[src/sv/cvg_pkg.sv]
// ----------------------------------------------------------------------------
// cvg_pkg: shared types and constants for the cylinder vertex generator
// Holds field widths, register indexes, CORDIC constants and the cell payload.
// ----------------------------------------------------------------------------
`default_nettype none

package cvg_pkg;

  localparam int unsigned MaxSlicesDef = 256;
  localparam int unsigned CordicSteps  = 20;
  localparam int unsigned VnumW        = 11;
  localparam int unsigned RadiusW      = 15;
  localparam int unsigned LengthW      = 16;
  localparam int unsigned SlicesW      = 9;
  localparam int unsigned AddrW        = 4;
  localparam logic signed [33:0] CordicGain = 34'sd652032874;

  // register byte addresses
  localparam logic [AddrW-1:0] RegRadius = 4'h0;
  localparam logic [AddrW-1:0] RegLength = 4'h4;
  localparam logic [AddrW-1:0] RegSlices = 4'h8;

  // arctangent table in turn units
  function automatic logic signed [33:0] atan_turn(input int unsigned k);
    case (k)
      0: atan_turn = 34'sh020000000;  1: atan_turn = 34'sh012E4051D;
      2: atan_turn = 34'sh009FB385B;  3: atan_turn = 34'sh0051111D4;
      4: atan_turn = 34'sh0028B0D43;  5: atan_turn = 34'sh00145D7E1;
      6: atan_turn = 34'sh000A2F61E;  7: atan_turn = 34'sh000517C55;
      8: atan_turn = 34'sh00028BE53;  9: atan_turn = 34'sh000145F2F;
      10: atan_turn = 34'sh0000A2F98; 11: atan_turn = 34'sh0000517CC;
      12: atan_turn = 34'sh000028BE6; 13: atan_turn = 34'sh0000145F3;
      14: atan_turn = 34'sh00000A2F9; 15: atan_turn = 34'sh00000517C;
      16: atan_turn = 34'sh0000028BE; 17: atan_turn = 34'sh00000145F;
      18: atan_turn = 34'sh000000A2F; 19: atan_turn = 34'sh000000517;
      default: atan_turn = '0;
    endcase
  endfunction

  // data carried by every cell along the chain
  typedef struct packed {
    logic               valid;
    logic               rim;       // needs CORDIC result
    logic               body;      // normal follows the angle
    logic        [1:0]  quad;
    logic signed [33:0] x;
    logic signed [33:0] y;
    logic signed [33:0] z;
    logic signed [15:0] pos_x;
    logic signed [15:0] pos_z;
    logic signed [15:0] norm_x;
    logic signed [15:0] norm_z;
    logic               ok;
    logic [RadiusW-1:0] radius;
  } cell_t;

endpackage

`default_nettype wire

[src/sv/cvg_div_cell.sv]
// ----------------------------------------------------------------------------
// cvg_div_cell: one restoring-division step of the angle divider
// Produces one quotient bit of floor(i * 2^32 / S) and passes the rest on.
// ----------------------------------------------------------------------------
`default_nettype none

module cvg_div_cell
  import cvg_pkg::*;
(
  input  wire logic        clk_i,
  input  wire logic        rst_ni,
  input  wire logic        en_i,
  input  wire cell_t       c_i,
  input  wire logic [9:0]  rem_i,
  input  wire logic [31:0] quo_i,
  input  wire logic [8:0]  div_i,
  input  wire logic        neg_i,
  output cell_t            c_o,
  output logic [9:0]       rem_o,
  output logic [31:0]      quo_o,
  output logic [8:0]       div_o,
  output logic             neg_o
);

  logic [9:0] sh;
  logic       ge;

  // shift in a zero bit, subtract when it fits
  always_comb begin
    sh = {rem_i[8:0], 1'b0};
    ge = (sh >= {1'b0, div_i});
  end

  always_ff @(posedge clk_i or negedge rst_ni) begin
    if (!rst_ni) begin
      c_o   <= '0;
      rem_o <= '0;
      quo_o <= '0;
      div_o <= '0;
      neg_o <= 1'b0;
    end else if (en_i) begin
      c_o   <= c_i;
      rem_o <= ge ? (sh - {1'b0, div_i}) : sh;
      quo_o <= {quo_i[30:0], ge};
      div_o <= div_i;
      neg_o <= neg_i;
    end
  end

endmodule

`default_nettype wire

[config.mk]
export PLATFORM = sky130hd
export DESIGN_NAME = cvg_div_cell
export DESIGN_NICKNAME = d
export VERILOG_FILES = /design/src/sv/cvg_pkg.sv /design/src/sv/cvg_div_cell.sv
export SDC_FILE = /design/constraint.sdc
export NUM_CORES = 1
export LEC_CHECK = 0
export ABC_AREA = 1
export CORE_ASPECT_RATIO = 2
export CORE_UTILIZATION = 28
export DETAILED_ROUTE_END_ITERATION = 12
export DONT_BUFFER_PORTS = 1
export GPL_TIMING_DRIVEN = 0
export PLACE_DENSITY = 0.41
export SETUP_SLACK_MARGIN = 0.1
export SYNTH_ARGS = -nofsm -noshare
export SYNTH_HDL_FRONTEND = slang
export SYNTH_SLANG_ARGS = --single-unit
[constraint.sdc]
create_clock -name clk_i -period 0.8 [get_ports clk_i]
set_input_delay 0.08 -clock clk_i [delete_from_list [all_inputs] [get_ports clk_i]]
set_output_delay 0.08 -clock clk_i [all_outputs]
set_load 0.005 [all_outputs]
==> results of run 1 <==
## per-stage QoR
stage / TNS, ns / hold slack (ns) / total power, mW / util / area (um^2)
3_5_place_dp: -82.08 / -0.213 / 16.9 / 0.306 / 10400
6_report: -52.39 / -0.753 / 30.3 / 0.412 / 14100
3_3_place_gp: -80.62 / -0.210 / 16.9 / 0.306 / 10400
2_1_floorplan: -3.91 / -0.216 / 15.9 / - / 9890
5_1_grt: -60.54 / -0.777 / 31.6 / 0.412 / 14100
4_1_cts: -64.34 / -0.797 / 30.6 / 0.406 / 13900
## worst paths after layout
path / from / end / slack, ns
max: c_o[151]$_DFFE_PN0P_ / c_o[151] / -0.26
min: rst_ni / c_o[27]$_DFFE_PN0P_ / -0.75
max reg2reg: quo_o[0]$_DFFE_PN0P_ / quo_o[0]$_DFFE_PN0P_ / 0.02
min reg2reg: c_o[51]$_DFFE_PN0P_ / c_o[51]$_DFFE_PN0P_ / 0.49
max in group asynchronous: rst_ni / c_o[173]$_DFFE_PN0P_ / 0.71
min in group clk_i: div_i[0] / rem_o[0]$_DFFE_PN0P_ / -0.32
## cell type report
class	count	area [um^2]
Tap cell	441	552
Buffer	53	329
Timing Repair Buffer	248	2490
Sequential cell	239	5980
Antenna cell	1	2.50
Multi-Input combinational cell	814	3700
Clock buffer	35	743
Inverter	30	141
Fill cell	3449	20100
Clock inverter	7	113
## cell families after synthesis
logic type,Yosys count,synth area share
AND/OR/NAND/NOR,785,0.320
adder cells (fa/ha/maj),10,0.0137
AO/OA/AOI/OAI,14,0.00737
flip-flops,239,0.618
buffers and inverters,83,0.0374
XOR/XNOR,3,0.00272
## what timing repair did
item / 4_1_cts / 5_1_grt
gates resized for setup: 41 / 30
pin swaps: 17 / 32
endpoints found under the setup margin: 256 / 268
endpoints found under the hold margin: 477 / 247
hold buffers: 231 / 4
cloned: 2 / 0
setup buffers: 10 / 3
## per-layer routing
layer  track usage  part of all wire  wire [um]
met5             0           0.00029         10
met4        0.0980             0.042       1480
met3        0.0375             0.063       2210
met2         0.371              0.56      19400
met1         0.191              0.34      11800
## where the power goes
part	internal, mW	total, mW	switching, mW	leakage, nW
Combinational	1.81	3.67	1.86	3.83
Sequential	13.2	14.3	1.13	2.90
Clock	7.38	12.3	4.91	0.422
## sequential cells by signal, indices dropped and copies added (netlist names)
| name | count |
|---|---|
| c_o | 187 |
| div_o | 9 |
| neg_o | 1 |
| quo_o | 32 |
| rem_o | 10 |
## placed cells by master (no fill, tap or decap), types with 4 or more instances in the layout
cell / count
nand2_1: 721
dfrtp_1: 236
dlygate4sd3_1: 234
buf_2: 25
clkbuf_16: 25
buf_4: 20
inv_1: 16
nand2_2: 14
nand3_2: 14
nand3b_1: 10
ha_4: 9
clkbuf_8: 8
inv_2: 7
buf_6: 7
o21ai_1: 7
inv_4: 5
clkbuf_4: 5
nand2_4: 5
nand3_4: 5
clkbuf_1: 5
clkbuf_2: 4
nor2_1: 4
nor2_4: 4
==> results.py, run 1 <==
metrics = {
    "run_status": {
        "status": "finished with violations",
        "violations": "design-rule violations, negative hold slack, negative setup slack",
    },
    "synthesis": {
        "yosys.area.top_type": "dfrtp_1",
        "async_reset_ff_frac": 1.00,
        "synthDistinctLibCells": 25,
        "synth_area_leaders": "dfrtp_1 62%, nand2_1 29%, buf_2 2.1%",
        "synth_edf_count": 0,
        "synth_top_area_frac": 0.618,
        "yosysWarnings": 0,
        "synth_area_um2": 9670,
        "synth_nets": 1386,
        "syn_inst": 1134,
        "seq_area_frac_synth": 0.618,
        "synth_common_cells": "740 x nand2_1, 239 x dfrtp_1, 40 x buf_2, 27 x inv_1, 15 x nand3_1",
        "yosysMostFrequentCell": "nand2_1",
        "synth_flop_cell": "dfrtp_1",
        "synth_seq_cells": 239,
        "synth.avg_cell_area_um2": 8.53,
    },
    "place": {
        "portBuffers": 0,
        "gp_congestion": 0.822,
        "pre_cts_ws_ns": -0.608,
        "place_hpwl_um": 25100,
        "dp.cells": 1575,
    },
    "die": {
        "die-area_um2": 35300,
        "start_util": 0.284,
        "die_x_um": 133,
        "core_um2": 34100,
        "io_pins": 481,
        "core.rowCount": 96,
        "die_h_um": 265,
    },
    "timing": {
        "final-hold-violation-count": 243,
        "worst_slew_pin_slew_ns": 0.973,
        "rsz0062_at_grt": "yes",
        "whs_ns": -0.753,
        "skew_ns": 0,
        "setup-violations-final": 248,
        "timing.fmax_mhz": 945,
        "final.min_clock_period_ns": 1.06,
        "setup_slack_ns": -0.258,
        "drv_slew": 0,
        "slew_headroom": 0.351,
        "fin_crit_sh": 1.32,
    },
    "min_path": {
        "min-delay-path-class": "in -> async",
    },
    "layout": {
        "area_delta_synth_final_pct": 45.3,
        "nets": 1662,
        "fin_cells": 1868,
        "drive_gt1_frac": 0.126,
    },
    "critical_path": {
        "required_ns": 0.72,
        "path_class": "reg -> out",
        "startpoint_type": "flip-flop",
        "critPathArrivalTime_ns": 0.98,
        "worstSetupEndpointType": "primary output",
        "worst-path-stages": 0,
        "worstRegToRegCells": 2,
        "crit_fanout": 2,
    },
    "power_and_ir_drop": {
        "leakage_nw": 7.15,
        "ir_drop_v": 0.00174,
        "power.density_nw_per_um2": 2160,
    },
    "clocking": {
        "numCtsBuffers": 24,
        "clock_latency_ns": 0.53,
        "ctsHtreeMaxLevel": 1,
        "clk_pin_slew_ns": 0.06,
        "cts.sink_count": 239,
        "cts_tree": "built",
        "cts_buffer_depth": 3,
        "cts-root-buf": "clkbuf_16",
    },
    "detailed_routing": {
        "firstDrtPassIters": 11,
        "vias": 8316,
        "wl_per_cell_um": 18.7,
        "ant_nets": 0,
        "routed_wl_um": 34900,
        "vias_per_cell": 4.45,
        "drc": 3,
        "drtIter0Drc": 359,
    },
    "global_routing": {
        "grt_max_degree": 240,
        "grt_antenna_before_repair": 2,
        "grt_use_total": 0.192,
        "grt_overflow_total": 0,
        "grt_pass1_vias": 8808,
        "grt_pass1_wl_um": 51500,
    },
    "flow_run": {
        "cap_violations": 0,
    },
}
Note: power is estimated with default switching activity, not from simulation.
==> run 2, diff against run 1 <==
--- a/config.mk
+++ b/config.mk
@@ -6,12 +6,12 @@
 export NUM_CORES = 1
 export LEC_CHECK = 0
 export ABC_AREA = 1
+export BUFFER_PORTS_ARGS = -buffer_cell sky130_fd_sc_hd__buf_2
 export CORE_ASPECT_RATIO = 2
 export CORE_UTILIZATION = 28
 export DETAILED_ROUTE_END_ITERATION = 12
-export DONT_BUFFER_PORTS = 1
 export GPL_TIMING_DRIVEN = 0
-export PLACE_DENSITY = 0.41
+export PLACE_DENSITY = 0.51
 export SETUP_SLACK_MARGIN = 0.1
 export SYNTH_ARGS = -nofsm -noshare
 export SYNTH_HDL_FRONTEND = slang
==> constraint.sdc (replaced) <==
create_clock -name clk_i -period 1.2 [get_ports clk_i]
set_input_delay 0.12 -clock clk_i [delete_from_list [all_inputs] [get_ports clk_i]]
set_output_delay 0.12 -clock clk_i [all_outputs]
set_load 0.005 [all_outputs]
==> run 2 against run 1 <==
Against the previous run: the run ends with negative hold slack, negative setup slack left; count of clock-buffer cells in the layout decreased by 1; non-clock buffer count up 605; utilization increased by 9.4 points; hold slack gained 0.65 ns; sequential power down 36%; power shrank 30%; clock skew stayed put; final cell count rose by 32%; worst setup slack improved by 0.25 ns; die area is the same; largest power group unchanged.
==> results.py, run 2 (synthesis results as in run 1) <==
metrics = {
    "run_status": {
        "status": "finished with violations",
        "violations": "negative hold slack, negative setup slack",
    },
    "timing": {
        "skew_ns": 0,
        "setup-violations-final": 1,
        "whs_ns": -0.107,
        "timing.fmax_mhz": 824,
        "timing.setup.tns_ns": -0.0130,
        "final.min_clock_period_ns": 1.21,
        "slew_headroom": 0.574,
        "setup_slack_ns": -0.0130,
        "final-hold-violation-count": 103,
        "rsz0062_at_grt": "yes",
        "worst_slew_pin_slew_ns": 0.639,
        "drv_slew": 0,
        "fin_crit_sh": 1.01,
    },
    "layout": {
        "multi_input_area_um2": 3460,
        "final_core_util": 0.506,
        "fin_cells": 2474,
        "final_common_cell": "nand2_1",
        "largest_register_ff_count": 187,
        "top_regs": "c_o x187, quo_o x32, rem_o x10",
        "regArea_um2": 5980,
        "nFillCells": 3223,
        "area_delta_synth_final_pct": 78.4,
        "nets": 2266,
        "final_cell_mix": "736 x nand2_1, 487 x buf_2, 239 x dfrtp_1",
        "largest_register": "c_o",
        "final_area_um2": 17300,
        "drive_gt1_frac": 0.360,
    },
    "critical_path": {
        "worstSetupEndpointType": "primary output",
        "crit_path_top_delay_cell": "dfrtp_1",
        "crit_fanout": 2,
        "path_class": "reg -> out",
        "required_ns": 1.08,
        "startpoint_type": "flip-flop",
        "critPathArrivalTime_ns": 1.09,
        "crit_family": "flip-flops",
        "critPathMaxStageDelay_ns": 0.42,
        "crit_chain": "buf_2",
        "critPathBufInv": 1,
    },
    "place": {
        "portBuffers": 477,
        "gp_congestion": 0.862,
        "detailed_place.area_um2": 12800,
        "dp.cells": 2054,
        "pre_cts_ws_ns": -0.471,
        "place_hpwl_um": 26700,
    },
    "die": {
        "die-area_um2": 35300,
        "core.rowCount": 96,
        "start_util": 0.284,
        "core_um2": 34100,
        "die_h_um": 265,
        "die_x_um": 133,
        "io_pins": 481,
    },
    "detailed_routing": {
        "ant_nets": 0,
        "wl_per_cell_um": 15.3,
        "drtIter0Drc": 386,
        "routed_wl_um": 37900,
        "firstDrtPassIters": 4,
        "drc": 0,
        "vias": 10489,
        "vias_per_cell": 4.24,
    },
    "clocking": {
        "numCtsBuffers": 25,
        "clk_pin_slew_ns": 0.06,
        "cts-root-buf": "clkbuf_16",
        "cts.sink_count": 239,
        "hold_buffers": 243,
        "cts_buffer_depth": 3,
        "cts_tree": "built",
        "clock_latency_ns": 0.52,
        "ctsHtreeMaxLevel": 1,
    },
    "flow_run": {
        "cap_violations": 0,
    },
    "global_routing": {
        "grt_use_total": 0.207,
        "grt_pass1_vias": 10614,
        "grt_pass1_wl_um": 56800,
        "grt_max_degree": 114,
        "grt_antenna_before_repair": 2,
        "grt_overflow_total": 0,
    },
    "min_path": {
        "min-delay-path-class": "in -> async",
    },
    "power_and_ir_drop": {
        "ir_drop_v": 0.00127,
        "power.density_nw_per_um2": 1230,
        "leakage_nw": 9.70,
    },
}
==> run 2: changes by cell type in the layout (fill, tap and decap cells not counted), sizes merged, moves of 3 or more <==
cell	delta
buf	+604
clkbuf	-3
dlygate4sd3	+4
bufinv	-3
clkinv	+3
inv	+3
==> run 2: timing repair <==
| action | CTS | global route |
|---|---|---|
| gates resized for setup | 36 | 5 |
| hold endpoints to repair | 363 | 99 |
| setup endpoints to repair | 240 | 243 |
| setup buffers | 63 | 68 |
==> run 2: cell type report <==
type                            instances  area share
Clock inverter                         10     0.00377
Timing Repair Buffer                  853       0.354
Multi-Input combinational cell        812       0.201
Buffer                                 53      0.0146
Tap cell                              441      0.0320
Antenna cell                            2    0.000290
Inverter                               30     0.00754
Sequential cell                       239       0.347
Clock buffer                           34      0.0411
==> run 2: metal layers <==
layer,track usage,vias up,wire [um]
li1,-,5185,-
met1,0.214,4810,13800
met2,0.387,381,20000
met3,0.0346,113,2000
met4,0.117,0,2100
met5,0,-,0
==> run 2: metrics by stage <==
| step | power [mW] | hold slack, ns |
|---|---|---|
| 3_5_place_dp | 12.5 | -0.0248 |
| 3_3_place_gp | 12.4 | 0.322 |
| 2_1_floorplan | 10.6 | -0.176 |
| 6_report | 21.1 | -0.107 |
| 4_1_cts | 21.2 | -0.104 |
| 5_1_grt | 22.2 | -0.0583 |
==> run 2: worst paths after layout <==
check / cells after the start / slack, ns / start / to
worst min-delay path: 5 / -0.11 / rst_ni / c_o[91]$_DFFE_PN0P_
min in group clk_i: 3 / 0.07 / div_i[0] / div_o[0]$_DFFE_PN0P_
worst min register to register: 2 / 0.46 / c_o[145]$_DFFE_PN0P_ / c_o[145]$_DFFE_PN0P_
max in group asynchronous: 6 / 0.28 / rst_ni / c_o[180]$_DFFE_PN0P_
worst max register to register: 4 / 0.28 / div_o[1]$_DFFE_PN0P_ / div_o[1]$_DFFE_PN0P_
worst max-delay path: 1 / -0.01 / c_o[73]$_DFFE_PN0P_ / c_o[73]
==> run 2: where the power goes <==
part / switching [mW] / internal (mW) / total (mW)
sequential: 0.397 / 8.80 / 9.20
clock: 3.30 / 4.15 / 7.45
combinational: 2.07 / 2.43 / 4.50
==> run 3, diff against run 2 <==
--- a/config.mk
+++ b/config.mk
@@ -7,11 +7,12 @@
 export LEC_CHECK = 0
 export ABC_AREA = 1
 export BUFFER_PORTS_ARGS = -buffer_cell sky130_fd_sc_hd__buf_2
-export CORE_ASPECT_RATIO = 2
-export CORE_UTILIZATION = 28
+export CORE_AREA = 2 2 187 189
 export DETAILED_ROUTE_END_ITERATION = 12
+export DIE_AREA = 0 0 189 191
 export GPL_TIMING_DRIVEN = 0
-export PLACE_DENSITY = 0.51
+export PLACE_DENSITY = 0.52
+export REMOVE_ABC_BUFFERS = 1
 export SETUP_SLACK_MARGIN = 0.1
 export SYNTH_ARGS = -nofsm -noshare
 export SYNTH_HDL_FRONTEND = slang
==> run 3 against run 2 <==
Against the previous run: the flow finishes with violations (negative setup slack); clock skew unchanged; routed wire length decreased by 6.6%; global-route usage decreased by 3.1 points; die area increased by 2.2%; first-iteration DRC count increased by 13%; via count decreased by 2.4%; clock power increased by 12%; cell area decreased by 1.8%; sequential share of layout area increased by 0.63 points; final cell count decreased by 2.2%.
==> results.py, run 3 (synthesis results as in run 1) <==
metrics = {
    "critical_path": {
        "crit_path_top_delay_cell": "dfrtp_1",
        "crit_family": "flip-flops",
        "worstRegToRegCells": 4,
        "crit_fanout": 2,
        "crit_chain": "buf_2",
        "required_ns": 1.08,
        "critPathBufInv": 1,
        "worstSetupEndpointType": "primary output",
        "critPathArrivalTime_ns": 1.08,
        "worst-path-stages": 1,
        "critPathMaxStageDelay_ns": 0.41,
        "path_class": "reg -> out",
        "startpoint_type": "flip-flop",
    },
    "detailed_routing": {
        "ant_nets": 0,
        "routed_wl_um": 35400,
        "drtIter0Drc": 435,
        "drc": 0,
        "vias_per_cell": 4.23,
        "firstDrtPassIters": 4,
        "vias": 10242,
        "wl_per_cell_um": 14.6,
    },
    "power_and_ir_drop": {
        "power.density_nw_per_um2": 1280,
        "p_total_mw": 21.8,
        "clock_power_share": 0.384,
        "pwr-share-seq": 0.422,
        "leakage_nw": 9.47,
        "ir_drop_v": 0.000886,
        "swShare": 0.262,
        "p_sw_mw": 5.71,
        "internal_power_mw": 16.1,
        "power_frac_comb": 0.194,
    },
    "flow_run": {
        "cap_violations": 0,
    },
    "global_routing": {
        "grt_antenna_before_repair": 2,
        "grt_overflow_total": 0,
        "grt_max_degree": 121,
        "grt_use_total": 0.176,
        "grt_pass1_wl_um": 51800,
        "grt_pass1_vias": 9948,
    },
    "layout": {
        "largest_register": "c_o",
        "largest_register_ff_count": 187,
        "area_delta_synth_final_pct": 75.2,
        "top_regs": "c_o x187, quo_o x32, rem_o x10",
        "fin_cells": 2419,
        "final_cell_mix": "740 x nand2_1, 465 x buf_2, 241 x dlygate4sd3_1",
        "nets": 2195,
        "drive_gt1_frac": 0.336,
        "final_common_cell": "nand2_1",
    },
    "timing": {
        "final-hold-violation-count": 0,
        "timing.fmax_mhz": 833,
        "timing.setup.tns_ns": -0.000519,
        "slew_headroom": 0.590,
        "rsz0062_at_grt": "yes",
        "skew_ns": 0,
        "worst_slew_pin_slew_ns": 0.615,
        "setup-violations-final": 1,
        "drv_slew": 0,
        "final.min_clock_period_ns": 1.20,
        "fin_crit_sh": 1.00,
        "setup_slack_ns": -0.000519,
    },
    "place": {
        "gp_congestion": 0.805,
        "place_hpwl_um": 20800,
        "dp.cells": 2018,
        "portBuffers": 478,
    },
    "clocking": {
        "cts_tree": "built",
        "cts.sink_count": 239,
        "cts_buffer_depth": 3,
        "clk_pin_slew_ns": 0.06,
        "numCtsBuffers": 27,
        "clock_latency_ns": 0.52,
        "ctsHtreeMaxLevel": 1,
        "cts-root-buf": "clkbuf_16",
    },
    "run_status": {
        "violations": "negative setup slack",
        "status": "finished with violations",
    },
    "min_path": {
        "min-delay-path-class": "in -> reg",
        "min_delay_path_depth": 3,
    },
    "die": {
        "die_x_um": 189,
        "core.rowCount": 68,
        "die_h_um": 191,
        "io_pins": 481,
        "core_um2": 34100,
        "die-area_um2": 36100,
        "start_util": 0.283,
    },
}
==> run 3: cell types whose count changed in the layout (fill, tap and decap cells not counted), sizes merged <==
cell and change:
buf -72, clkbuf -7, clkinv +5, bufinv +3, dlygate4sd3 +3, inv -3, nand2 +2, bufbuf +1
clkinvlp -1, diode -1, nor2 +1
==> run 3: path summary, 6_finish.rpt <==
check                                       from                    end  slack [ns]
hold reg to reg             c_o[167]$_DFFE_PN0P_   c_o[167]$_DFFE_PN0P_        0.46
hold / removal                              en_i   c_o[172]$_DFFE_PN0P_       0.003
setup / recovery            c_o[111]$_DFFE_PN0P_               c_o[111]     -0.0005
setup reg to reg           quo_o[30]$_DFFE_PN0P_  quo_o[30]$_DFFE_PN0P_        0.35
max in group asynchronous                 rst_ni  quo_o[27]$_DFFE_PN0P_        0.30
min in group asynchronous                 rst_ni   c_o[105]$_DFFE_PN0P_        0.04
==> run 3: per-stage QoR <==
| stage | utilization | cell area [um^2] | hold slack (ns) | worst slack (ns) |
|---|---|---|---|---|
| floorplan | - | 9420 | -0.176 | -2.73 |
| global placement | 0.363 | 12400 | 0.320 | -11.18 |
| detailed placement | 0.367 | 12500 | -0.0166 | -0.773 |
| CTS | 0.475 | 16200 | -0.0113 | -0.0325 |
| global route | 0.497 | 16900 | 0.00957 | -0.0469 |
| finish | 0.497 | 16900 | 0.00338 | -0.000519 |
==> run 3: power by group through the flow <==
stage                     combinational, mW  clock [mW]  sequential [mW]
after floorplan                        1.08           0             9.39
after global placement                 3.02           0             9.28
after detailed placement               2.96           0             9.29
after CTS                              3.83        8.64             9.16
after global routing                   4.68        8.99             9.25
final                                  4.23        8.36             9.18
==> run 3: area by class of cell <==
cell class / instances / area [um^2]
antenna: 1 / 2.50
clock buffer: 36 / 749
clock inverter: 13 / 148
fill: 3204 / 17200
inverter: 30 / 143
multi-input combinational: 815 / 3480
sequential: 239 / 5980
tap: 455 / 569
timing repair buffer: 829 / 5850
timing repair inverter: 1 / 11.3
==> run 3: timing repair <==
action,in CTS,in global routing
pin swaps,0,4
cloned,1,5
hold endpoints to repair,477,35
hold buffers,241,1
setup endpoints to repair,359,306
gates resized for setup,11,23
buffers inserted,39,65
==> run 3: metal layers <==
layer  vias to the layer above  share of wire  wire length (um)  global-route usage
met5                         -        0.00031                11                   0
met1                      4779           0.41             14400               0.212
met4                         2          0.025               901              0.0514
met3                        60          0.071              2530              0.0422
li1                       5048              -                 -                   -
met2                       353           0.50             17500               0.311
